`config.mk`:
```
export PLATFORM = sky130hd
export DESIGN_NAME = jtpd_div
export DESIGN_NICKNAME = d
export VERILOG_FILES = /design/src/hw/rtl/jtpd_pkg.sv /design/src/hw/rtl/jtpd_div.sv
export SDC_FILE = /design/constraint.sdc
export NUM_CORES = 1
export LEC_CHECK = 0
export BUFFER_PORTS_ARGS = -buffer_cell sky130_fd_sc_hd__buf_2
export CORE_AREA = 2 2 120 122
export DETAILED_ROUTE_END_ITERATION = 7
export DIE_AREA = 0 0 122 124
export PLACE_DENSITY = 0.75
export SLEW_MARGIN = 20
export SYNTH_ARGS = -nofsm -noshare
export SYNTH_HDL_FRONTEND = slang
export SYNTH_SLANG_ARGS = --single-unit
```
`constraint.sdc`:
```
create_clock -name aclk -period 6.1 [get_ports aclk]
set_input_delay 0.61 -clock aclk [delete_from_list [all_inputs] [get_ports aclk]]
set_output_delay 0.61 -clock aclk [all_outputs]
set_load 0.05 [all_outputs]
```
`src/hw/rtl/jtpd_pkg.sv`:
```
// Shared types, constants and tables of the joystick to three-pump drive block.
package jtpd_pkg;

    // Datapath widths
    localparam int CW  = 34;   // CORDIC x/y
    localparam int ZW  = 27;   // angles, degrees in Q16
    localparam int DVW = 40;   // divider dividend
    localparam int DSW = 24;   // divider divisor
    localparam int QB  = 16;   // quotient bits

    // Angles in degrees, Q16
    localparam logic signed [ZW-1:0] DEG_30  = ZW'(30 * 65536);
    localparam logic signed [ZW-1:0] DEG_90  = ZW'(90 * 65536);
    localparam logic signed [ZW-1:0] DEG_150 = ZW'(150 * 65536);
    localparam logic signed [ZW-1:0] DEG_180 = ZW'(180 * 65536);
    localparam logic signed [ZW-1:0] DEG_210 = ZW'(210 * 65536);
    localparam logic signed [ZW-1:0] DEG_270 = ZW'(270 * 65536);
    localparam logic signed [ZW-1:0] DEG_330 = ZW'(330 * 65536);
    localparam logic signed [ZW-1:0] DEG_360 = ZW'(360 * 65536);

    // Fixed-point constants
    localparam logic [15:0] SHARE_HALF = 16'd16384;
    localparam logic [15:0] SHARE_ONE  = 16'd32768;
    localparam logic [16:0] INV_SQRT3  = 17'd37837;   // 1/sqrt3, Q0.16
    localparam logic [15:0] LEN_SCALE  = 16'd45875;   // 0.7, Q0.16
    localparam logic [CW-1:0] UNIT_X   = CW'(1 << 20);

    // Register map indexes
    localparam logic [2:0] REG_CENTER_X = 3'd0;
    localparam logic [2:0] REG_CENTER_Y = 3'd1;
    localparam logic [2:0] REG_MAX_A    = 3'd2;
    localparam logic [2:0] REG_MAX_B    = 3'd3;
    localparam logic [2:0] REG_MAX_C    = 3'd4;
    localparam logic [2:0] REG_MIN      = 3'd5;

    // Sector codes
    localparam logic [1:0] SECT_0 = 2'd0;
    localparam logic [1:0] SECT_1 = 2'd1;
    localparam logic [1:0] SECT_2 = 2'd2;

    typedef enum logic [4:0] {
        ST_IDLE,
        ST_SQX,
        ST_SQY,
        ST_VEC_GO,
        ST_VEC_RUN,
        ST_THETA,
        ST_SECT,
        ST_ROT_GO,
        ST_ROT_RUN,
        ST_HMUL,
        ST_HCHK,
        ST_HDIV,
        ST_LEN,
        ST_PMUL,
        ST_NMUL,
        ST_DCHK,
        ST_DDIV,
        ST_DONE
    } state_t;

    typedef struct packed {
        logic start;
        logic rotate;
    } cordic_ctl_t;

    // atan(2^-i) in degrees, Q16
    function automatic logic signed [ZW-1:0] atan_q16(input logic [4:0] i);
        logic signed [ZW-1:0] v;
        case (i)
            5'd0:  v = ZW'(2949120);
            5'd1:  v = ZW'(1740967);
            5'd2:  v = ZW'(919879);
            5'd3:  v = ZW'(466945);
            5'd4:  v = ZW'(234379);
            5'd5:  v = ZW'(117304);
            5'd6:  v = ZW'(58666);
            5'd7:  v = ZW'(29335);
            5'd8:  v = ZW'(14668);
            5'd9:  v = ZW'(7334);
            5'd10: v = ZW'(3667);
            5'd11: v = ZW'(1833);
            5'd12: v = ZW'(917);
            5'd13: v = ZW'(458);
            5'd14: v = ZW'(229);
            5'd15: v = ZW'(115);
            5'd16: v = ZW'(57);
            5'd17: v = ZW'(29);
            5'd18: v = ZW'(14);
            5'd19: v = ZW'(7);
            5'd20: v = ZW'(4);
            5'd21: v = ZW'(2);
            5'd22: v = ZW'(1);
            default: v = '0;
        endcase
        return v;
    endfunction

    // Pump driven by a sector: k=0 takes the low share, k=1 the high share
    function automatic logic [1:0] pump_of(input logic [1:0] sec, input logic k);
        logic [1:0] p;
        case ({sec, k})
            {SECT_0, 1'b0}: p = 2'd1;
            {SECT_0, 1'b1}: p = 2'd2;
            {SECT_1, 1'b0}: p = 2'd2;
            {SECT_1, 1'b1}: p = 2'd0;
            {SECT_2, 1'b0}: p = 2'd0;
            default:        p = 2'd1;
        endcase
        return p;
    endfunction

endpackage

```
`src/hw/rtl/jtpd_div.sv`:
```
// Restoring divider, one quotient bit per cycle; dividend must be below divisor * 2^QB.
module jtpd_div (
    input  logic                     aclk,
    input  logic                     aresetn,
    input  logic                     start,
    input  logic [jtpd_pkg::DVW-1:0] dividend,
    input  logic [jtpd_pkg::DSW-1:0] divisor,
    output logic                     busy,
    output logic [jtpd_pkg::QB-1:0]  quot
);
    import jtpd_pkg::*;

    localparam int KW = $clog2(QB);

    logic           busy_reg;
    logic [KW-1:0]  k_reg;
    logic [DVW-1:0] rem_reg, trial;
    logic [DSW-1:0] dvs_reg;
    logic [QB-1:0]  q_reg;

    assign trial = DVW'(dvs_reg) << k_reg;

    always_ff @(posedge aclk) begin
        if (!aresetn) begin
            busy_reg <= 1'b0;
        end else if (start) begin
            busy_reg <= 1'b1;
        end else if (busy_reg && k_reg == '0) begin
            busy_reg <= 1'b0;
        end
    end

    always_ff @(posedge aclk) begin
        if (start) begin
            rem_reg <= dividend;
            dvs_reg <= divisor;
            q_reg   <= '0;
            k_reg   <= KW'(QB - 1);
        end else if (busy_reg) begin
            if (rem_reg >= trial) begin
                rem_reg      <= rem_reg - trial;
                q_reg[k_reg] <= 1'b1;
            end
            k_reg <= k_reg - 1'b1;
        end
    end

    assign busy = busy_reg;
    assign quot = q_reg;

endmodule

```
==> metrics.yaml <==
root_buffer: "clkbuf_16"
hold_viol: 0
slowest_delay_ps: 840
rsz0062_at_grt: "false"
coreArea_um2: 13700
ff2ff_setup_slack_ps: 1240
maxCapViolations: 0
synth_cells: 741
cts_setup_buffers: 0
synth_warnings: 0
synthSimpleGateAreaFrac_pct: 15.2
cts_resized: 0
synth-xor-area-share_pct: 4.68
synth_fa_ha_area_share_pct: 8.28
p_leak_uw: 0.00318
r2r-end: "rem_reg[11]"
crit_fanout: 40
num_vias: 5724
synth_edf_count: 64
worstReg2RegStart: "k_reg[0]"
dpl_cell_area_um2: 7230
antenna_cells: 0
cts_buffers: 9
die_y_um: 124
grt_pass1_vias: 5335
min_period_over_period_pct: 79.7
synth.avg_cell_area_um2: 9.10
layout-drive-gt1-share_pct: 19.5
drt_iter0_drc: 433
dr.pass1.iters: 5
rr_worst_depth: 13
netlist_top_cells_area: "edfxtp_1, ha_1, dfxtp_1"
cts_tree: "done"
design_area_um2: 7570
die_w_um: 122
synth.most_common_cell: "nand2_1"
detail-route-antenna-nets: 0
whs_path_depth: 1
yosysTopAreaCell: "edfxtp_1"
finClkSkew_ps: 13.2
synthMuxAreaShare_pct: 10.7
clk_pin_slew_worst_paths_ps: 70
worstHoldEndpoint: "dvs_reg[22]"
drc: 0
fmax_ghz: 0.206
netlist_area_um2: 6740
setup_tns_ps: 0
synthArstFlopShare_pct: 0
antenna_found_initial: 0
rows: 43
tightestPinTransition_ps: 802
synth_common_cells: "nand2_1, edfxtp_1, a21oi_1, o21ai_0, ha_1"
grt_usage_pct: 22.9
status: "finished, final reports clean"
final-setup-viol-count: 0
critPathTopFamily: "compound AO/OA/AOI/OAI gates"
fin_nets: 906
grt_pass1_wl_um: 26800
io_buffer_count: 83
hold_ws_ps: 424
grt.overflow.total: 0
critical_path_cell_count: 13
worst-path-buf-inv: 2
p_per_area_nw_per_um2: 408
clk_latency_ps: 360
cp-end-kind: "flop"
hold_path.class: "input pin to flop"
ys.flop_type: "edfxtp_1"
dp_hpwl_um: 12800
start_kind: "flop"
synth_fp_nets: 852
crit_chain: "clkinv_1, a21oi_1, mux2i_1, mux2_2, ha_1, nand4_1, nor3_2, nand2_1, o211ai_1, a221o_2, a21oi_4, o21ai_4, buf_4"
post_synth_num_cell_types: 64
ctsHtreeMaxLevel: 3
maxSlewHeadroom_pct: 46.4
path_class: "flop to flop"
area_growth_pct: 12.3
hp-start: "divisor[22]"
cts_hold_buf: 0
cts_buffer_depth: 2
cp.arrival_ps: 4850
largest_reg_flops: 40
drt-total-wl_um: 16700
dieArea_um2: 15100
synth_top_family_by_area: "compound AO/OA/AOI/OAI gates"
max-vdd-ir-drop_mv: 0.168
viasPerCell: 5.84
gp_congestion: 0.980
critPathRequiredTime_ps: 6090
synth_top_area_share_pct: 28.5
io_pins: 84
start_util_pct: 49.1
wl_per_cell_um: 17.0
drv_slew: 0
synth_compound_area_share_pct: 21.1
final.min_clock_period_ps: 4860
ys_seq_area_share_pct: 34.7
crit_path_top_delay_cell: "dfxtp_1"
grt_max_degree: 71
cts_sinks: 85
synth-seq-cells: 85
## final cells by class
class | instances | area (um2)
clock buffer | 11 | 275
clock inverter | 5 | 67.6
timing repair buffer | 90 | 470
sequential | 85 | 2340
multi-input combinational | 574 | 4060
fill | 1258 | 6150
inverter | 35 | 131
tap | 180 | 225
## worst max path at each step
stage          startpoint     endpoint  slack [ps]
2_1_floorplan    k_reg[1]   rem_reg[0]         490
4_1_cts          k_reg[0]  rem_reg[11]        1270
3_3_place_gp     k_reg[0]  rem_reg[13]        1450
6_report         k_reg[0]  rem_reg[11]        1240
5_1_grt          k_reg[0]  rem_reg[11]         850
3_5_place_dp     k_reg[0]  rem_reg[12]        1310
## layout by cell type, fill, tap and decap left out, types with 6 or more instances in the layout
cell / count
a211oi_1: 10
a21o_1: 17
a21oi_1: 52
a22oi_1: 6
a31oi_1: 7
and3_1: 6
buf_2: 82
buf_4: 8
clkbuf_16: 11
dfxtp_1: 21
edfxtp_1: 64
ha_1: 43
inv_1: 33
mux2_2: 19
mux2i_1: 24
mux4_2: 12
nand2_1: 101
nand3_1: 15
nand4_1: 16
nor2_1: 36
nor2b_1: 7
nor3_1: 9
o21ai_0: 50
o21ai_1: 22
o32ai_1: 16
xnor2_1: 22
xor2_1: 14
## routing by layer
layer	share of wire [%]	vias up	wire (um)	GRT usage, %
li1	-	2870	-	-
met1	46	2644	7590	30.5
met2	47	178	7790	37.6
met3	4.9	32	816	3.39
met4	2.8	0	462	9.34
met5	0	-	0	0
## metrics by stage
| step | setup slack (ps) | instances | power, uW | utilization, % |
|---|---|---|---|---|
| 2_1_floorplan | 494 | 741 | 2100 | - |
| 4_1_cts | 1270 | 980 | 3070 | 55.2 |
| 3_3_place_gp | 1450 | 964 | 2420 | 52.7 |
| 3_5_place_dp | 1310 | 964 | 2430 | 52.7 |
| 6_report | 1240 | 980 | 3090 | 55.2 |
| 5_1_grt | 854 | 980 | 3290 | 55.2 |
## report_power, final
| group | internal (uW) | switching [uW] |
|---|---|---|
| logic | 628 | 959 |
| registers | 790 | 75.7 |
| clock network | 374 | 258 |
| total | 1790 | 1290 |
## kinds of logic after synthesis
family          Yosys count
simple gates            218
compound gates          221
flops                    85
mux                      55
fa+ha+maj                44
xor+xnor                 36
buf+inv                  82
No activity file was read; power rests on OpenSTA's default activity.
