[config.mk]
export PLATFORM = sky130hd
export DESIGN_NAME = jtpd_cordic
export DESIGN_NICKNAME = d
export VERILOG_FILES = /design/src/hw/rtl/jtpd_pkg.sv /design/src/hw/rtl/jtpd_cordic.sv
export SDC_FILE = /design/constraint.sdc
export NUM_CORES = 1
export LEC_CHECK = 0
export BUFFER_PORTS_ARGS = -buffer_cell sky130_fd_sc_hd__buf_2
export CAP_MARGIN = 40
export CORE_AREA = 2 2 189 191
export DETAILED_ROUTE_END_ITERATION = 10
export DIE_AREA = 0 0 191 193
export PLACE_DENSITY_LB_ADDON = 0.08
export SYNTH_ARGS = -nofsm -noshare
export SYNTH_HDL_FRONTEND = slang
export SYNTH_SLANG_ARGS = --single-unit
export TNS_END_PERCENT = 1
[constraint.sdc]
create_clock -name aclk -period 8.1 [get_ports aclk]
set_clock_uncertainty 0.2 [all_clocks]
set_input_delay 0.81 -clock aclk [delete_from_list [all_inputs] [get_ports aclk]]
set_output_delay 0.81 -clock aclk [all_outputs]
set_load 0.02 [all_outputs]
[src/hw/rtl/jtpd_pkg.sv]
// Shared types, constants and tables of the joystick to three-pump drive block.
package jtpd_pkg;

    // Datapath widths
    localparam int CW  = 34;   // CORDIC x/y
    localparam int ZW  = 27;   // angles, degrees in Q16
    localparam int DVW = 40;   // divider dividend
    localparam int DSW = 24;   // divider divisor
    localparam int QB  = 16;   // quotient bits

    // Angles in degrees, Q16
    localparam logic signed [ZW-1:0] DEG_30  = ZW'(30 * 65536);
    localparam logic signed [ZW-1:0] DEG_90  = ZW'(90 * 65536);
    localparam logic signed [ZW-1:0] DEG_150 = ZW'(150 * 65536);
    localparam logic signed [ZW-1:0] DEG_180 = ZW'(180 * 65536);
    localparam logic signed [ZW-1:0] DEG_210 = ZW'(210 * 65536);
    localparam logic signed [ZW-1:0] DEG_270 = ZW'(270 * 65536);
    localparam logic signed [ZW-1:0] DEG_330 = ZW'(330 * 65536);
    localparam logic signed [ZW-1:0] DEG_360 = ZW'(360 * 65536);

    // Fixed-point constants
    localparam logic [15:0] SHARE_HALF = 16'd16384;
    localparam logic [15:0] SHARE_ONE  = 16'd32768;
    localparam logic [16:0] INV_SQRT3  = 17'd37837;   // 1/sqrt3, Q0.16
    localparam logic [15:0] LEN_SCALE  = 16'd45875;   // 0.7, Q0.16
    localparam logic [CW-1:0] UNIT_X   = CW'(1 << 20);

    // Register map indexes
    localparam logic [2:0] REG_CENTER_X = 3'd0;
    localparam logic [2:0] REG_CENTER_Y = 3'd1;
    localparam logic [2:0] REG_MAX_A    = 3'd2;
    localparam logic [2:0] REG_MAX_B    = 3'd3;
    localparam logic [2:0] REG_MAX_C    = 3'd4;
    localparam logic [2:0] REG_MIN      = 3'd5;

    // Sector codes
    localparam logic [1:0] SECT_0 = 2'd0;
    localparam logic [1:0] SECT_1 = 2'd1;
    localparam logic [1:0] SECT_2 = 2'd2;

    typedef enum logic [4:0] {
        ST_IDLE,
        ST_SQX,
        ST_SQY,
        ST_VEC_GO,
        ST_VEC_RUN,
        ST_THETA,
        ST_SECT,
        ST_ROT_GO,
        ST_ROT_RUN,
        ST_HMUL,
        ST_HCHK,
        ST_HDIV,
        ST_LEN,
        ST_PMUL,
        ST_NMUL,
        ST_DCHK,
        ST_DDIV,
        ST_DONE
    } state_t;

    typedef struct packed {
        logic start;
        logic rotate;
    } cordic_ctl_t;

    // atan(2^-i) in degrees, Q16
    function automatic logic signed [ZW-1:0] atan_q16(input logic [4:0] i);
        logic signed [ZW-1:0] v;
        case (i)
            5'd0:  v = ZW'(2949120);
            5'd1:  v = ZW'(1740967);
            5'd2:  v = ZW'(919879);
            5'd3:  v = ZW'(466945);
            5'd4:  v = ZW'(234379);
            5'd5:  v = ZW'(117304);
            5'd6:  v = ZW'(58666);
            5'd7:  v = ZW'(29335);
            5'd8:  v = ZW'(14668);
            5'd9:  v = ZW'(7334);
            5'd10: v = ZW'(3667);
            5'd11: v = ZW'(1833);
            5'd12: v = ZW'(917);
            5'd13: v = ZW'(458);
            5'd14: v = ZW'(229);
            5'd15: v = ZW'(115);
            5'd16: v = ZW'(57);
            5'd17: v = ZW'(29);
            5'd18: v = ZW'(14);
            5'd19: v = ZW'(7);
            5'd20: v = ZW'(4);
            5'd21: v = ZW'(2);
            5'd22: v = ZW'(1);
            default: v = '0;
        endcase
        return v;
    endfunction

    // Pump driven by a sector: k=0 takes the low share, k=1 the high share
    function automatic logic [1:0] pump_of(input logic [1:0] sec, input logic k);
        logic [1:0] p;
        case ({sec, k})
            {SECT_0, 1'b0}: p = 2'd1;
            {SECT_0, 1'b1}: p = 2'd2;
            {SECT_1, 1'b0}: p = 2'd2;
            {SECT_1, 1'b1}: p = 2'd0;
            {SECT_2, 1'b0}: p = 2'd0;
            default:        p = 2'd1;
        endcase
        return p;
    endfunction

endpackage

[src/hw/rtl/jtpd_cordic.sv]
// Iterative CORDIC, one micro-rotation per cycle, vectoring or rotation mode.
module jtpd_cordic #(
    parameter int STEPS = 16
) (
    input  logic                           aclk,
    input  logic                           aresetn,
    input  jtpd_pkg::cordic_ctl_t          ctl,
    input  logic signed [jtpd_pkg::CW-1:0] x_in,
    input  logic signed [jtpd_pkg::CW-1:0] y_in,
    input  logic signed [jtpd_pkg::ZW-1:0] z_in,
    output logic                           busy,
    output logic signed [jtpd_pkg::CW-1:0] x_out,
    output logic signed [jtpd_pkg::CW-1:0] y_out,
    output logic signed [jtpd_pkg::ZW-1:0] z_out
);
    import jtpd_pkg::*;

    localparam int IW = $clog2(STEPS);

    logic                 busy_reg;
    logic                 rot_reg;
    logic [IW-1:0]        step_reg;
    logic signed [CW-1:0] x_reg, y_reg, x_next, y_next;
    logic signed [ZW-1:0] z_reg, z_next;
    logic signed [CW-1:0] xs, ys;
    logic signed [ZW-1:0] ang;
    logic                 turn_neg;

    // one micro-rotation
    always_comb begin
        xs       = x_reg >>> step_reg;
        ys       = y_reg >>> step_reg;
        ang      = atan_q16(5'(step_reg));
        turn_neg = rot_reg ? (z_reg < 0) : (y_reg > 0);
        if (turn_neg) begin
            x_next = x_reg + ys;
            y_next = y_reg - xs;
            z_next = z_reg + ang;
        end else begin
            x_next = x_reg - ys;
            y_next = y_reg + xs;
            z_next = z_reg - ang;
        end
    end

    // control
    always_ff @(posedge aclk) begin
        if (!aresetn) begin
            busy_reg <= 1'b0;
        end else if (ctl.start) begin
            busy_reg <= 1'b1;
        end else if (busy_reg && step_reg == IW'(STEPS - 1)) begin
            busy_reg <= 1'b0;
        end
    end

    // datapath
    always_ff @(posedge aclk) begin
        if (ctl.start) begin
            rot_reg  <= ctl.rotate;
            step_reg <= '0;
            x_reg    <= x_in;
            y_reg    <= y_in;
            z_reg    <= z_in;
        end else if (busy_reg) begin
            step_reg <= step_reg + 1'b1;
            x_reg    <= x_next;
            y_reg    <= y_next;
            z_reg    <= z_next;
        end
    end

    assign busy  = busy_reg;
    assign x_out = x_reg;
    assign y_out = y_reg;
    assign z_out = z_reg;

endmodule

==> qor.yml, run 1 <==
cts_sinks: 123
grtUsageTotal: 0.283
ys.flop_type: "edfxtp_1"
rows: 69
ys_seq_area_frac: 0.221
antenna_left: 0
status: "finished, final reports clean"
final_cells: 2465
clk_pin_slew_worst_paths_ns: 0.06
drc: 0
ys_seq_elements: 123
fmax_ghz: 0.143
setup_viol: 0
placed_area_sq_mm: 0.0168
synth_top_area_frac: 0.186
period_needed_ns: 7.00
grt_pass1_wl_microns: 80600
final_area_sq_mm: 0.0174
placed_cells: 2433
dr.pass1.iters: 7
vias: 14800
synthTopCellsByArea: "edfxtp_1 19%, ha_1 8.3%, nand2_1 6.2%, o21ai_0 5.7%, a21oi_1 4.9%"
nFillCells: 3455
cts_resized: 0
worst_pin_slew_ns: 0.807
synth_edf_count: 96
cp_max_fo: 49
synth_warnings: 0
yosys.area.top_type: "edfxtp_1"
grt_start_max_net_pins: 109
start_util: 0.443
syn-num-nets: 2062
drt_iter0_drc: 1146
maxCapViolCount: 0
avgSynthCellArea_sq_um: 8.34
max_slew_margin: 0.461
start_kind: "register"
grt_setup_unrepaired: "no"
gp_congestion: 0.903
ys_async_sr_fraction: 0
wl_microns: 52400
setup_tns_ns: 0
hp-class: "in2reg"
endpoint_kind: "register"
fp.coreArea_sq_mm: 0.0350
timing_worst_setup_path_type: "reg2reg"
antennaDiodeCount: 0
wl_per_cell_microns: 21.2
die_area_sq_mm: 0.0369
ys_types: 91
grt_overflow_total: 0
slew_violations: 0
syn_inst: 1857
hpwl_microns: 40200
clockBufferDepth: 2
areaGrowthSynthToFinish_pct: 12.1
avgViaCountPerCell: 6.00
htreeDepth: 4
cts_tree: "built"
cts_setup_buffers: 0
synth_area_sq_mm: 0.0155
crit_required_ns: 8.10
finalHoldViolations: 0
die_h_microns: 193
nNetsFinal: 2196
drive_gt1_frac: 0.173
ctsHoldBuffers: 0
antenna_found_initial: 0
die_x_microns: 191
fin_crit_sh: 0.864
root_buffer: "clkbuf_16"
grt_pass1_vias: 14100
cp.arrival_ns: 7.00
port_buffers: 194
ios: 195
cts_buffers: 17
clock_latency_ns: 0.45
## worst max-delay path, cell delays in order, from the launching register on
cell	delay (ns)
dfxtp_4	0.55
buf_16	0.29
buf_4	0.47
mux4_1	0.65
nand2_1	0.13
a21boi_0	0.43
a21o_1	0.23
ha_1	0.29
nor2b_1	0.32
a21oi_1	0.13
xor2_1	0.18
ha_1	0.35
and4_1	0.27
o2111ai_1	0.11
a21oi_1	0.07
a211o_1	0.38
o211ai_1	0.35
a31oi_1	0.23
a221oi_1	0.51
a21oi_1	0.15
xnor2_1	0.15
mux2_2	0.25
## cells in the final DEF, fill, tap and decap left out, types with 46 or more instances in the layout
cell type,n
a21o_1,50
a21oi_1,152
buf_2,193
edfxtp_1,96
ha_1,103
inv_1,46
mux2i_1,75
nand2_1,255
nor2_1,115
o21ai_0,176
xnor2_1,86
xor2_1,78
## path summary, 6_finish.rpt
path | startpoint | end | slack, ns | cells after the start
worst min-delay path | ctl[0] | rot_reg | 0.39 | 1
worst min register to register | busy | busy | 0.48 | 2
worst max register to register | step_reg[1] | x_out[33] | 1.10 | 21
worst max-delay path | step_reg[1] | x_out[33] | 1.10 | 21
## per-layer routing
layer | vias up | part of all wire | wire, microns | track usage
met4 | 0 | 0.026 | 1350 | 0.0927
li1 | 7226 | - | - | -
met5 | - | 0 | 0 | 0
met2 | 412 | 0.48 | 24900 | 0.478
met3 | 69 | 0.048 | 2530 | 0.0452
met1 | 7075 | 0.45 | 23600 | 0.369
## final cells by class
class	instances	area (sq um)	share of cell area
multi-input cells	1586	11400	0.658
flip-flops and latches	123	3430	0.198
repair buffers	215	1160	0.0670
well taps	461	577	0.0332
clock buffers	19	475	0.0274
inverters	48	180	0.0104
clock inverters	13	118	0.00677
## Yosys cell counts, drive strengths merged, types with 4 or more instances
master   instances
or2             18
o2111ai          5
or4              6
nor4            13
a21oi          152
clkbuf          64
a311oi           4
and4             6
nand2b          22
nand3           34
o21ai          178
edfxtp          96
a211o            8
mux2i           76
mux4            42
a21boi           8
nor3            22
a221oi           8
nor2b           18
o41ai           10
nand4           16
and2            18
nor3b            5
inv             48
a31oi           20
ha             103
o21a            18
a21o            50
a22oi            7
a2111oi          4
or3             10
o22ai           10
xnor2           86
o21bai           9
a211oi          12
dfxtp           27
buf             36
xor2            78
nor2           115
o211ai          16
mux2            40
nand2          255
o31ai           19
a32oi            4
and3            13
## cells by family after synthesis
kind of cell	Yosys count	share of synthesized area
flops	123	0.221
buf+inv	148	0.0427
compound gates	577	0.236
fa+ha+maj	106	0.0870
mux	158	0.145
simple gates	581	0.176
xor+xnor	164	0.0927
## metrics by stage
| step | hold slack [ns] | worst slack [ns] | util |
|---|---|---|---|
| 2_1_floorplan | 0.416 | 1.93 | - |
| 3_3_place_gp | 0.478 | 1.04 | 0.478 |
| 3_5_place_dp | 0.467 | 1.25 | 0.480 |
| 4_1_cts | 0.359 | 1.19 | 0.497 |
| 5_1_grt | 0.368 | 0.762 | 0.497 |
| 6_report | 0.386 | 1.10 | 0.497 |
Power of run 1 is left out: the tool's default activity adds up to more than one toggle a clock period on the data nets, which glitch-free logic cannot reach.
==> inputs of run 2 (changes only) <==
Settings changed: CTS_CLUSTER_DIAMETER set to 50, REMOVE_ABC_BUFFERS set to 1.
Clock period 8.1 ns to 6.8 ns, I/O delays scaled along.
==> run 2 against run 1 <==
- highest routed layer is now met5
- non-clock buffer count up 17
- final area up 0.80%
- routed wire length down 3.1%
==> qor.yml, run 2 (same netlist as run 1, synthesis figures left out) <==
wl_per_cell_microns: 20.4  # -3.8%
wl_microns: 50700  # -3.1%
die_area_sq_mm: 0.0369  # unchanged
cp_max_fo: 47  # -4.1%
maxCapViolCount: 0  # unchanged
finalHoldViolations: 0  # unchanged
antennaDiodeCount: 0  # unchanged
grt_start_max_net_pins: 80  # -27%
worst_pin_slew_ns: 0.865  # +0.0582 ns
cpMostUsedCell: "a21oi_1"
areaGrowthSynthToFinish_pct: 13.0
rr_startpoint: "step_reg[1]"
start_kind: "register"
clockBufferDepth: 2  # unchanged
drt_iter0_drc: 1041  # -9.2%
cts_sinks: 123  # unchanged
timing_worst_setup_path_type: "reg2reg"
grt_pass1_wl_microns: 78500  # -2.6%
slowest_delay_ns: 0.71  # +0.06 ns
reg2reg_slack_ns: 0.59  # -0.50 ns
die_x_microns: 191  # unchanged
port_buffers: 194  # unchanged
ios: 195  # unchanged
crit_required_ns: 6.81  # -1.29 ns
nNetsFinal: 2213  # +0.77%
start_util: 0.443  # unchanged
slowest_stage: "mux4_1"
status: "finished, final reports clean"
crit_chain: "buf_12 > mux4_1 > mux4_2 > nor2_1 > and4_1 > and2_2 > and4b_1 > a21oi_1 > xnor2_1 > ha_1 > a21oi_1 > nor2b_1 > o21a_1 > o211ai_1 > a31oi_1 > a221oi_1 > buf_4 > a21oi_1 > xnor2_1 > mux2_2"
setup_tns_ns: 0  # unchanged
setup_viol: 0  # unchanged
endpoint_kind: "register"
fin_crit_sh: 0.913  # +0.0482
whs_path_depth: 1  # unchanged
grt_pass1_vias: 14300  # +1.1%
cp.depth: 20  # -4.8%
gp_congestion: 0.917  # +1.6%
mostFrequentLayoutCell: "nand2_1"
fmax_ghz: 0.161  # +13%
cts_tree: "built"
cp_top_family: "multiplexers"
hp-class: "in2reg"
final_cell_mix: "255 x nand2_1, 193 x buf_2, 176 x o21ai_0, 152 x a21oi_1, 115 x nor2_1"
root_buffer: "clkbuf_16"
avgViaCountPerCell: 5.93  # -1.1%
grtUsageTotal: 0.276  # -0.00721
ctsHoldBuffers: 0  # unchanged
drc: 0  # unchanged
htreeDepth: 4  # unchanged
hpwl_microns: 39000  # -3.0%
worst-path-buf-inv: 2  # unchanged
rr_endpoint: "x_out[33]"
dr.pass1.iters: 5  # -2
grt_overflow_total: 0  # unchanged
clk_pin_slew_worst_paths_ns: 0.06  # about the same
rows: 69  # unchanged
die_h_microns: 193  # unchanged
antenna_left: 0  # unchanged
hp-start: "ctl[0]"
fp.coreArea_sq_mm: 0.0350  # unchanged
drive_gt1_frac: 0.180  # +0.00696
rr_worst_depth: 20  # -4.8%
antenna_found_initial: 4  # +4
max_slew_margin: 0.416  # -0.0450
grt_setup_unrepaired: "no"
slew_violations: 0  # unchanged
min_to: "rot_reg"
vias: 14700  # -0.44%
clock_latency_ns: 0.46  # about the same
cts_buffers: 17  # unchanged
cp.arrival_ns: 6.21  # -0.79 ns
period_needed_ns: 6.21  # -0.796 ns
==> run 2: cell count changes in the layout (fill, tap and decap cells not counted), sizes merged <==
cell / before / now
inv: 57 / 56
clkinv: 4 / 3
bufinv: 0 / 1
clkinvlp: 0 / 1
buf: 215 / 232
==> run 2: timing repair <==
action,in CTS,in global routing
buffers inserted,0,0
gates resized for setup,0,1
setup endpoints to repair,0,1
==> run 2: how the worst max path moves through the flow <==
stage	from	to	slack (ns)
floorplan	step_reg[1]	y_out[33]	-1.18
global placement	step_reg[2]	y_out[33]	0.69
detailed placement	step_reg[2]	y_out[33]	0.62
CTS	step_reg[2]	y_out[33]	0.57
global route	step_reg[2]	y_out[33]	0.14
finish	step_reg[1]	x_out[33]	0.59
==> run 2: area by class of cell <==
class | count | area, sq um
clock inverter | 13 | 128
multi-input combinational | 1586 | 11400
inverter | 48 | 180
sequential | 123 | 3430
tap | 461 | 577
fill | 3418 | 17500
timing repair buffer | 232 | 1310
clock buffer | 19 | 454
==> run 2: metrics by stage <==
stage | instances | setup WS (ns) | cell area [sq um] | utilization | hold slack [ns]
3_3_place_gp | 2450 | 0.695 | 16900 | 0.484 | 0.468
2_1_floorplan | 1757 | -1.18 | 15000 | - | 0.458
6_report | 2482 | 0.595 | 17500 | 0.501 | 0.203
5_1_grt | 2482 | 0.142 | 17500 | 0.501 | 0.198
4_1_cts | 2482 | 0.573 | 17500 | 0.501 | 0.190
3_5_place_dp | 2450 | 0.618 | 16900 | 0.484 | 0.456
==> run 2: layer usage <==
metal  global-route usage  routed length [microns]  up-vias
li1                     -                        -     7254
met1                0.346                    22200     6930
met2                0.475                    24400      429
met3               0.0389                     2240       96
met4                0.117                     1770        8
met5                    0                       57        -
Power of run 2 is left out for the same reason.
