===== src/hw/rtl/jtpd_isqrt.sv =====
// Integer square root, one result bit per cycle.
module jtpd_isqrt #(
    parameter int RB = 11
) (
    input  logic            aclk,
    input  logic            aresetn,
    input  logic            start,
    input  logic [2*RB-1:0] n_in,
    output logic            busy,
    output logic [RB-1:0]   root
);
    logic [2*RB-1:0] rem_reg, root_reg, bit_reg, trial;

    assign trial = root_reg + bit_reg;

    // run while the trial bit is still in range
    always_ff @(posedge aclk) begin
        if (!aresetn) begin
            bit_reg <= '0;
        end else if (start) begin
            bit_reg <= (2*RB)'(1) << (2*RB - 2);
        end else begin
            bit_reg <= bit_reg >> 2;
        end
    end

    always_ff @(posedge aclk) begin
        if (start) begin
            rem_reg  <= n_in;
            root_reg <= '0;
        end else if (bit_reg != '0) begin
            if (rem_reg >= trial) begin
                rem_reg  <= rem_reg - trial;
                root_reg <= (root_reg >> 1) + bit_reg;
            end else begin
                root_reg <= root_reg >> 1;
            end
        end
    end

    assign busy = (bit_reg != '0);
    assign root = root_reg[RB-1:0];

endmodule


===== config.mk =====
export PLATFORM = sky130hd
export DESIGN_NAME = jtpd_isqrt
export DESIGN_NICKNAME = d
export VERILOG_FILES = /design/src/hw/rtl/jtpd_isqrt.sv
export SDC_FILE = /design/constraint.sdc
export NUM_CORES = 1
export LEC_CHECK = 0
export BUFFER_PORTS_ARGS = -buffer_cell sky130_fd_sc_hd__buf_2
export CAP_MARGIN = 15
export CORE_MARGIN = 2
export CORE_UTILIZATION = 55
export DETAILED_ROUTE_END_ITERATION = 8
export GPL_ROUTABILITY_DRIVEN = 0
export PLACE_DENSITY = 0.77
export SYNTH_ARGS = -nofsm -noshare
export SYNTH_HDL_FRONTEND = slang
export SYNTH_SLANG_ARGS = --single-unit

===== constraint.sdc =====
create_clock -name aclk -period 5.1 [get_ports aclk]
set_input_delay 0 -clock aclk [delete_from_list [all_inputs] [get_ports aclk]]
set_output_delay 0 -clock aclk [all_outputs]
set_load 0.01 [all_outputs]

==> flow_summary.yaml, run 1 <==
sta:
  setup-violations-final: 0
  period_needed_ns: 4.68
  rsz0062_at_grt: "false"
  maxSlewHeadroom_pct: 38.7
  tightest_slew_ns: 0.919
  whs_ns: 0.00587
  clock_skew_ns: 0.0129
  finalHoldViolCount: 0
  max_freq_mhz: 214
  fin_crit_sh_pct: 91.7
  slew_viol_final: 0
  fin_tns_setup_ns: 0
detailed_routing:
  postRouteAntennaNets: 0
  dr.pass1.iters: 4
  vias: 4591
  totalWireLength_mm: 12.4
  via_per_inst: 6.42
  drc: 0
  wl_per_cell_microns: 17.4
  drt-initial-drc-count: 304
setup_path:
  cp_max_fo: 22
  timing.rr.end: "rem_reg[17]"
  required_ns: 5.18
  start_kind: "flop"
  r2r_start: "root_reg[2]"
  endpoint_kind: "flop"
  r2r_cells: 17
  arrival_ns: 4.76
  critPathKind: "flop to flop"
  startpoint: "root_reg[2]"
  crit_end: "rem_reg[17]"
  reg2reg_slack_ns: 0.42
yosys:
  async_flop_share_pct: 0
  yosys_register_bits: 55
  yosys.area.top_type_share_pct: 13.5
  ys_seq_area_share_pct: 27.0
  synth.distinct_cells: 81
  synth_fp_nets: 642
  synth_ff_type: "dfxtp_1"
  synth_edf_count: 22
  synth_common_cells: "nand2_1, ha_1, nor2_1, o21ai_0, dfxtp_1"
  synth_area_leaders: "dfxtp_1, edfxtp_1, ha_1"
  syn-instance-count: 570
  yosysWarnings: 0
  syn-cell-area_sq_mm: 0.00489
  yosysTopAreaCell: "dfxtp_1"
  synth.avg_cell_area_sq_um: 8.58
  synth_most_common_cell: "nand2_1"
die:
  die_w_microns: 98.3
  core_area_sq_mm: 0.00868
  start_util_pct: 56.4
  die_h_microns: 98.3
  row_count: 34
  io_pins: 37
  die_area_sq_mm: 0.00967
job:
  cap_violations: 0
finish:
  stdcell_count: 715
  antenna_cells: 0
  finish.utilization_pct: 62.0
  area_delta_synth_final_pct: 9.92
  drive_gt1_share_pct: 12.9
  nets: 678
power:
  leakage_nw: 2.12
  pwr_density_cell_mw_per_mm2: 514
  irDropWorstVdd_v: 0.000242
placement:
  portBuffers: 36
  dp_hpwl_mm: 9.05
  dp_cells: 689
cts:
  cts-root-buf: "clkbuf_8"
  cts_tree: "yes"
  postCtsSetupRepairBufs: 0
  clk_latency_ns: 0.32
  clockBufferDepth: 2
  clk_pin_slew_worst_paths_ns: 0.11
  cts_max_level: 2
  cts_buffers: 5
  cts.sink_count: 55
global_route:
  grt_max_degree: 69
  first_global_vias: 4428
  grt_antenna_before_repair: 0
  grt_first_pass_wirelength_mm: 20.8
  grt_use_total_pct: 25.9
  grt_overflow: 0
outcome:
  status: "finished, final reports clean"
worst_hold_path:
  min_path_type: "primary input to flop"
==> repair_timing <==
action,in CTS,in global routing
setup endpoints to repair,0,23
gates resized for setup,0,1
hold buffers,18,0
hold endpoints to repair,18,0
==> kinds of logic after synthesis <==
logic type | count (synthesis) | share of synthesized area, %
and+or+nand+nor | 202 | 21.1
muxes | 6 | 1.33
xor gates and xnor gates | 33 | 5.91
DFF | 55 | 27.0
adders and majority gates | 47 | 12.2
AOI/OAI and AO/OA | 181 | 27.6
buffers and inverters | 46 | 4.93
==> cell usage in the layout (no fill, tap or decap), types with 3 or more instances in the layout <==
cell type	netlist	final
a211o_1	3	3
a211oi_1	10	10
a21o_1	4	4
a21oi_1	31	31
a221oi_1	6	6
a311oi_1	7	7
a31o_2	4	4
a31oi_1	15	15
a32oi_1	6	6
and2_1	18	18
and3_1	12	12
buf_2	3	36
buf_4	11	8
clkbuf_8	0	5
dfxtp_1	33	33
dlygate4sd3_1	0	18
edfxtp_1	22	22
ha_1	46	46
inv_1	12	12
mux2_2	4	4
nand2_1	57	57
nand2b_1	5	5
nand3_1	20	20
nand3b_1	4	4
nand4_1	4	4
nor2_1	39	39
nor2b_1	6	6
nor3_1	8	8
nor3b_1	4	4
nor4_1	6	6
o211ai_1	10	10
o21ai_0	34	33
o21bai_1	8	8
or4_1	8	8
xnor2_1	15	15
xor2_1	18	18
==> final cells by class <==
cell class	instances	area (sq um)
Timing Repair Buffer	63	440
Sequential cell	55	1320
Multi-Input combinational cell	469	3350
Tap cell	108	135
Clock buffer	5	68.8
Clock inverter	3	22.5
Inverter	12	45.0
Fill cell	756	3300
==> worst max-delay path: stages, from the launching register on <==
cell and delay (ns):
dfxtp_1 0.39, ha_1 0.36, a31oi_1 0.13, o21bai_1 0.25, a31oi_1 0.18, o21a_1 0.30, o41ai_4 0.46, a21oi_1 0.16
xnor2_1 0.16, ha_1 0.35, a21oi_1 0.27, nand2_1 0.12, nand3b_1 0.22, a22o_1 0.26, a31o_1 0.32, nor2_1 0.21
o21ai_2 0.09, buf_12 0.22
==> stage by stage <==
| stage | power (mW) | setup slack (ns) | area (sq um) |
|---|---|---|---|
| 6_report | 2.77 | 0.425 | 5380 |
| 5_1_grt | 2.99 | 0.0927 | 5380 |
| 4_1_cts | 2.75 | 0.357 | 5370 |
| 3_5_place_dp | 2.46 | 0.387 | 5100 |
| 3_3_place_gp | 2.42 | 0.591 | 5100 |
| 2_1_floorplan | 2.11 | 0.243 | 4890 |
==> how the worst min path moves through the flow <==
stage | from | to | slack, ns | cells past startpoint
final | n_in[3] | rem_reg[3] | 0.006 | 3
after global routing | n_in[15] | rem_reg[15] | 0.03 | 3
after CTS | n_in[3] | rem_reg[3] | 0.006 | 3
after detailed placement | aresetn | bit_reg[20] | 0.22 | 2
after global placement | aresetn | bit_reg[20] | 0.22 | 2
after floorplan | aresetn | bit_reg[20] | 0.13 | 1
==> power breakdown <==
part / switching (mW) / internal, mW
Combinational: 1.07 / 0.718
Sequential: 0.0959 / 0.616
Clock: 0.164 / 0.100
==> layer usage <==
| layer | vias up | part of all wire [%] | track usage, % |
|---|---|---|---|
| li1 | 2247 | - | - |
| met1 | 2155 | 42 | 32.7 |
| met2 | 164 | 49 | 44.8 |
| met3 | 25 | 5.9 | 4.15 |
| met4 | 0 | 2.5 | 9.27 |
| met5 | - | 0 | 0 |
Power figures use the tool's default switching activity.
==> inputs of run 2 (changes only) <==
==> constraint.sdc (replaced) <==
create_clock -name aclk -period 5.1 [get_ports aclk]
set_input_delay 0.255 -clock aclk [delete_from_list [all_inputs] [get_ports aclk]]
set_output_delay 0.255 -clock aclk [all_outputs]
set_load 0.01 [all_outputs]
==> run 2 against run 1 <==
- sequential share of layout area grew 0.85 points
- final cell count fell by 2.5%
- critical path depth unchanged
- core utilization fell by 2.1 points
- register-to-register slack about the same
- worst setup slack got worse by 0.014 ns
- hold slack better by 0.14 ns
- clock skew fell by 0.0012 ns
- sequential power is essentially flat
- power shrank 0.63%
- first-iteration DRC count shrank 8.9%
- maximum frequency decreased by 0.30%
- critical path type unchanged
- critical endpoint is now rem_reg[15]
==> flow_summary.yaml, run 2 (synthesized netlist as in run 1, its figures left out) <==
outcome:
  status: "finished, final reports clean"
placement:
  portBuffers: 36
  dpl_cell_area_sq_mm: 0.00510
  dp_hpwl_mm: 9.05
sta:
  setup-violations-final: 0
  max_freq_mhz: 213
  finalHoldViolCount: 0
  period_needed_ns: 4.69
  whs_ns: 0.145
  slew_viol_final: 0
  maxSlewHeadroom_pct: 38.1
  clock_skew_ns: 0.0117
  fin_crit_sh_pct: 91.9
  fin_tns_setup_ns: 0
  rsz0062_at_grt: "false"
  tightest_slew_ns: 0.927
cts:
  clk_latency_ns: 0.32
  cts-root-buf: "clkbuf_8"
  cts_tree: "yes"
  hold_buffers: 0
  cts_max_level: 2
  cts.sink_count: 55
  clk_pin_slew_worst_paths_ns: 0.11
  clockBufferDepth: 2
  cts_buffers: 5
die:
  io_pins: 37
  die_h_microns: 98.3
  die_area_sq_mm: 0.00967
  core_area_sq_mm: 0.00868
  die_w_microns: 98.3
  row_count: 34
  start_util_pct: 56.4
setup_path:
  cp_max_fo: 22
  r2r_start: "root_reg[2]"
  startpoint: "root_reg[2]"
  endpoint_kind: "flop"
  start_kind: "flop"
  arrival_ns: 4.77
  required_ns: 5.18
  critPathKind: "flop to flop"
global_route:
  use_met2_pct: 44.2
  grt_max_degree: 69
  grt_use_total_pct: 25.6
  use_met3_pct: 4.15
  grt_util_met1_pct: 32.4
  grt_overflow: 0
  grt_antenna_before_repair: 0
  grt_first_pass_wirelength_mm: 20.6
  first_global_vias: 4353
  grt.busiest_layer: "met2"
detailed_routing:
  drc: 0
  via_per_inst: 6.53
  postRouteAntennaNets: 0
  totalWireLength_mm: 12.3
  vias: 4553
  dr.pass1.iters: 5
  wl_per_cell_microns: 17.6
  drt-initial-drc-count: 277
finish:
  area_delta_synth_final_pct: 6.24
  drive_gt1_share_pct: 13.2
  nets: 660
  layout_commonest_cell: "nand2_1"
  fin_area_sq_mm: 0.00520
  antenna_cells: 0
  final_cell_mix: "nand2_1, ha_1, nor2_1"
  nFillCells: 772
job:
  cap_violations: 0
power:
  leakage_nw: 2.04
  pwr_density_cell_mw_per_mm2: 529
  irDropWorstVdd_v: 0.000242
worst_hold_path:
  hold_path.startpoint: "aresetn"
  min_path_type: "primary input to flop"
==> run 2: changes by cell type in the layout (fill, tap and decap cells not counted) <==
cell,delta
dlygate4sd3_1,-18
==> run 2: timing repair <==
item	CTS	global route
gates resized for setup	0	1
setup endpoints to repair	0	23
setup buffers	0	0
==> run 2: final timing paths <==
path              slack, ns  cells past startpoint          end
hold reg to reg        0.53                      1   bit_reg[2]
hold / removal         0.15                      2  bit_reg[20]
setup / recovery       0.41                     17  rem_reg[15]
setup reg to reg       0.41                     17  rem_reg[15]
==> run 2: power by group <==
part	switching, mW	total, mW	internal, mW
clock network	0.162	0.263	0.100
logic	1.07	1.78	0.709
registers	0.0958	0.711	0.615
==> run 2: critical path, cell delays in order (launching register included) <==
cell,delay (ns)
dfxtp_1,0.39
ha_1,0.36
a31oi_1,0.13
o21bai_1,0.25
a31oi_1,0.18
o21a_1,0.30
o41ai_4,0.46
a21oi_1,0.15
xnor2_1,0.16
ha_1,0.35
a21oi_1,0.28
nand2_1,0.12
nand3b_1,0.23
a22o_1,0.25
a31o_1,0.32
nor2_1,0.21
o21ai_2,0.09
buf_12,0.22
==> run 2: area by class of cell <==
class                   count  area [sq um]  area share (%)
well taps                 108           135            2.60
repair buffers             45           260            5.01
clock inverters             3          22.5           0.433
inverters                  12          45.0           0.866
flip-flops and latches     55          1320            25.4
multi-input cells         469          3350            64.4
clock buffers               5          68.8            1.32
==> run 2: through the flow <==
step | total power, mW | instances | setup slack, ns | util [%]
floorplan | 2.11 | 570 | 0.243 | -
detailed placement | 2.46 | 689 | 0.387 | 58.7
CTS | 2.74 | 697 | 0.357 | 59.8
global placement | 2.42 | 689 | 0.591 | 58.7
finish | 2.75 | 697 | 0.411 | 59.9
global route | 2.98 | 697 | 0.0927 | 59.9
==> run 2: metal layers <==
layer / routed length, microns / part of all wire (%)
met3: 775 / 6.3
met1: 5210 / 43
met5: 0 / 0
met4: 260 / 2.1
met2: 6010 / 49
==> inputs of run 3 (changes only) <==
- clock period: 5.1 -> 3.8 ns (I/O delays scaled with it)
==> run 3 against run 2 <==
- the run now ends with setup timing left
- via count increased by 27%
- first-iteration DRC count increased by 110%
- final cell count increased by 18%
- cell area is 32% higher
- combinational power rose to 2.5 times the previous value
- global-route usage grew 6.4 points
- flip-flop and latch count unchanged
- largest cell class unchanged
==> flow_summary.yaml, run 3 (synthesized netlist as in run 1, its figures left out) <==
die:
  row_count: 34
  die_h_microns: 98.3
  start_util_pct: 56.4
  core_area_sq_mm: 0.00868
  io_pins: 37
  die_area_sq_mm: 0.00967
  die_w_microns: 98.3
cts:
  clk_pin_slew_worst_paths_ns: 0.13
  cts_buffers: 5
  hold_buffers: 0
  cts.sink_count: 55
  cts_tree: "yes"
  cts_max_level: 2
  clk_latency_ns: 0.34
  clockBufferDepth: 2
  cts-root-buf: "clkbuf_8"
placement:
  dpl_cell_area_sq_mm: 0.00579
  portBuffers: 36
  dp_cells: 777
  dp_hpwl_mm: 10.6
setup_path:
  cp_max_fo: 4
  arrival_ns: 4.31
  critPathKind: "flop to flop"
  reg2reg_slack_ns: -0.35
  required_ns: 3.96
  start_kind: "flop"
  endpoint_kind: "flop"
global_route:
  grt_first_pass_wirelength_mm: 25.3
  grt_max_degree: 68
  first_global_vias: 5453
  grt_overflow: 0
  grt_use_total_pct: 31.9
  grt_antenna_before_repair: 0
sta:
  maxSlewHeadroom_pct: 29.9
  whs_ns: 0.0741
  setup-violations-final: 50
  rsz0062_at_grt: "true"
  slew_viol_final: 0
  fin_tns_setup_ns: -12.71
  max_freq_mhz: 241
  fin_crit_sh_pct: 109
  finalHoldViolCount: 0
  postLayoutSetupSlackWorst_ns: -0.350
  clock_skew_ns: 0.0119
  period_needed_ns: 4.15
  tightest_slew_ns: 1.05
detailed_routing:
  drt-initial-drc-count: 569
  vias: 5765
  postRouteAntennaNets: 0
  wl_per_cell_microns: 23.4
  drc: 0
  via_per_inst: 7.02
  dr.pass1.iters: 5
  totalWireLength_mm: 19.2
outcome:
  failed_checks: "setup timing"
  status: "finished with violations"
power:
  leakage_nw: 2.77
  pwr_density_cell_mw_per_mm2: 854
  irDropWorstVdd_v: 0.000714
finish:
  final_cell_mix: "buf_4, nand2_1, ha_1"
  layout_commonest_cell: "buf_4"
  fin_area_sq_mm: 0.00684
  stdcell_count: 821
  area_delta_synth_final_pct: 39.8
  antenna_cells: 0
  nets: 784
  drive_gt1_share_pct: 39.4
worst_hold_path:
  min_path_type: "primary input to flop"
job:
  cap_violations: 0
-- run 3: through the flow --
| step | setup WS (ns) | util [%] | power (mW) |
|---|---|---|---|
| after floorplan | -0.182 | - | 2.88 |
| after global placement | -0.143 | 66.8 | 3.84 |
| after detailed placement | -0.291 | 66.8 | 3.94 |
| after CTS | -0.139 | 72.5 | 4.86 |
| after global routing | -0.525 | 78.8 | 6.07 |
| final | -0.350 | 78.8 | 5.84 |
-- run 3: timing repair --
action / CTS / global route
setup endpoints to repair: 50 / 55
pin swaps: 24 / 73
cloned: 3 / 0
gates resized for setup: 47 / 88
setup buffers: 18 / 17
endpoints found under the hold margin: 0 / 0
-- run 3: worst max-delay path: stages, from the launching register on --
cell and delay [ns]:
dfxtp_2 0.36, ha_4 0.28, nand2_4 0.09, o21bai_4 0.21, a31oi_4 0.12, o21a_2 0.25, o41ai_4 0.44, a21oi_2 0.13
xnor2_2 0.24, ha_4 0.27, buf_6 0.13, nand3_4 0.05, nand2_2 0.06, nand3b_1 0.17, a22o_1 0.26, a31o_1 0.27
buf_6 0.15, buf_4 0.15, o21ai_1 0.19, a311oi_2 0.14
-- run 3: where the power goes --
group / switching, mW / internal [mW] / total [mW] / leakage (nW)
Sequential: 0.117 / 0.829 / 0.946 / 0.492
Clock: 0.243 / 0.138 / 0.380 / 0.0502
Combinational: 2.45 / 2.07 / 4.52 / 2.23
-- run 3: cell type report --
type | instances | area [sq um]
timing repair buffer | 166 | 1260
fill | 508 | 1840
sequential | 55 | 1330
clock inverter | 3 | 28.8
tap | 108 | 135
inverter | 12 | 45.0
multi-input combinational | 472 | 3970
clock buffer | 5 | 68.8
-- run 3: layer usage --
| layer | track usage [%] | vias to the layer above | share of wire [%] |
|---|---|---|---|
| li1 | - | 2473 | - |
| met1 | 38.4 | 2669 | 35 |
| met2 | 56.3 | 451 | 47 |
| met3 | 4.37 | 172 | 9.1 |
| met4 | 14.9 | 0 | 8.6 |
| met5 | 0 | - | 0 |
-- run 3: worst paths after layout --
check	startpoint	end	depth (start not counted)
max reg2reg	bit_reg[4]	root_reg[12]	19
max	bit_reg[4]	root_reg[12]	19
min reg2reg	bit_reg[18]	bit_reg[16]	1
min	aresetn	bit_reg[20]	2
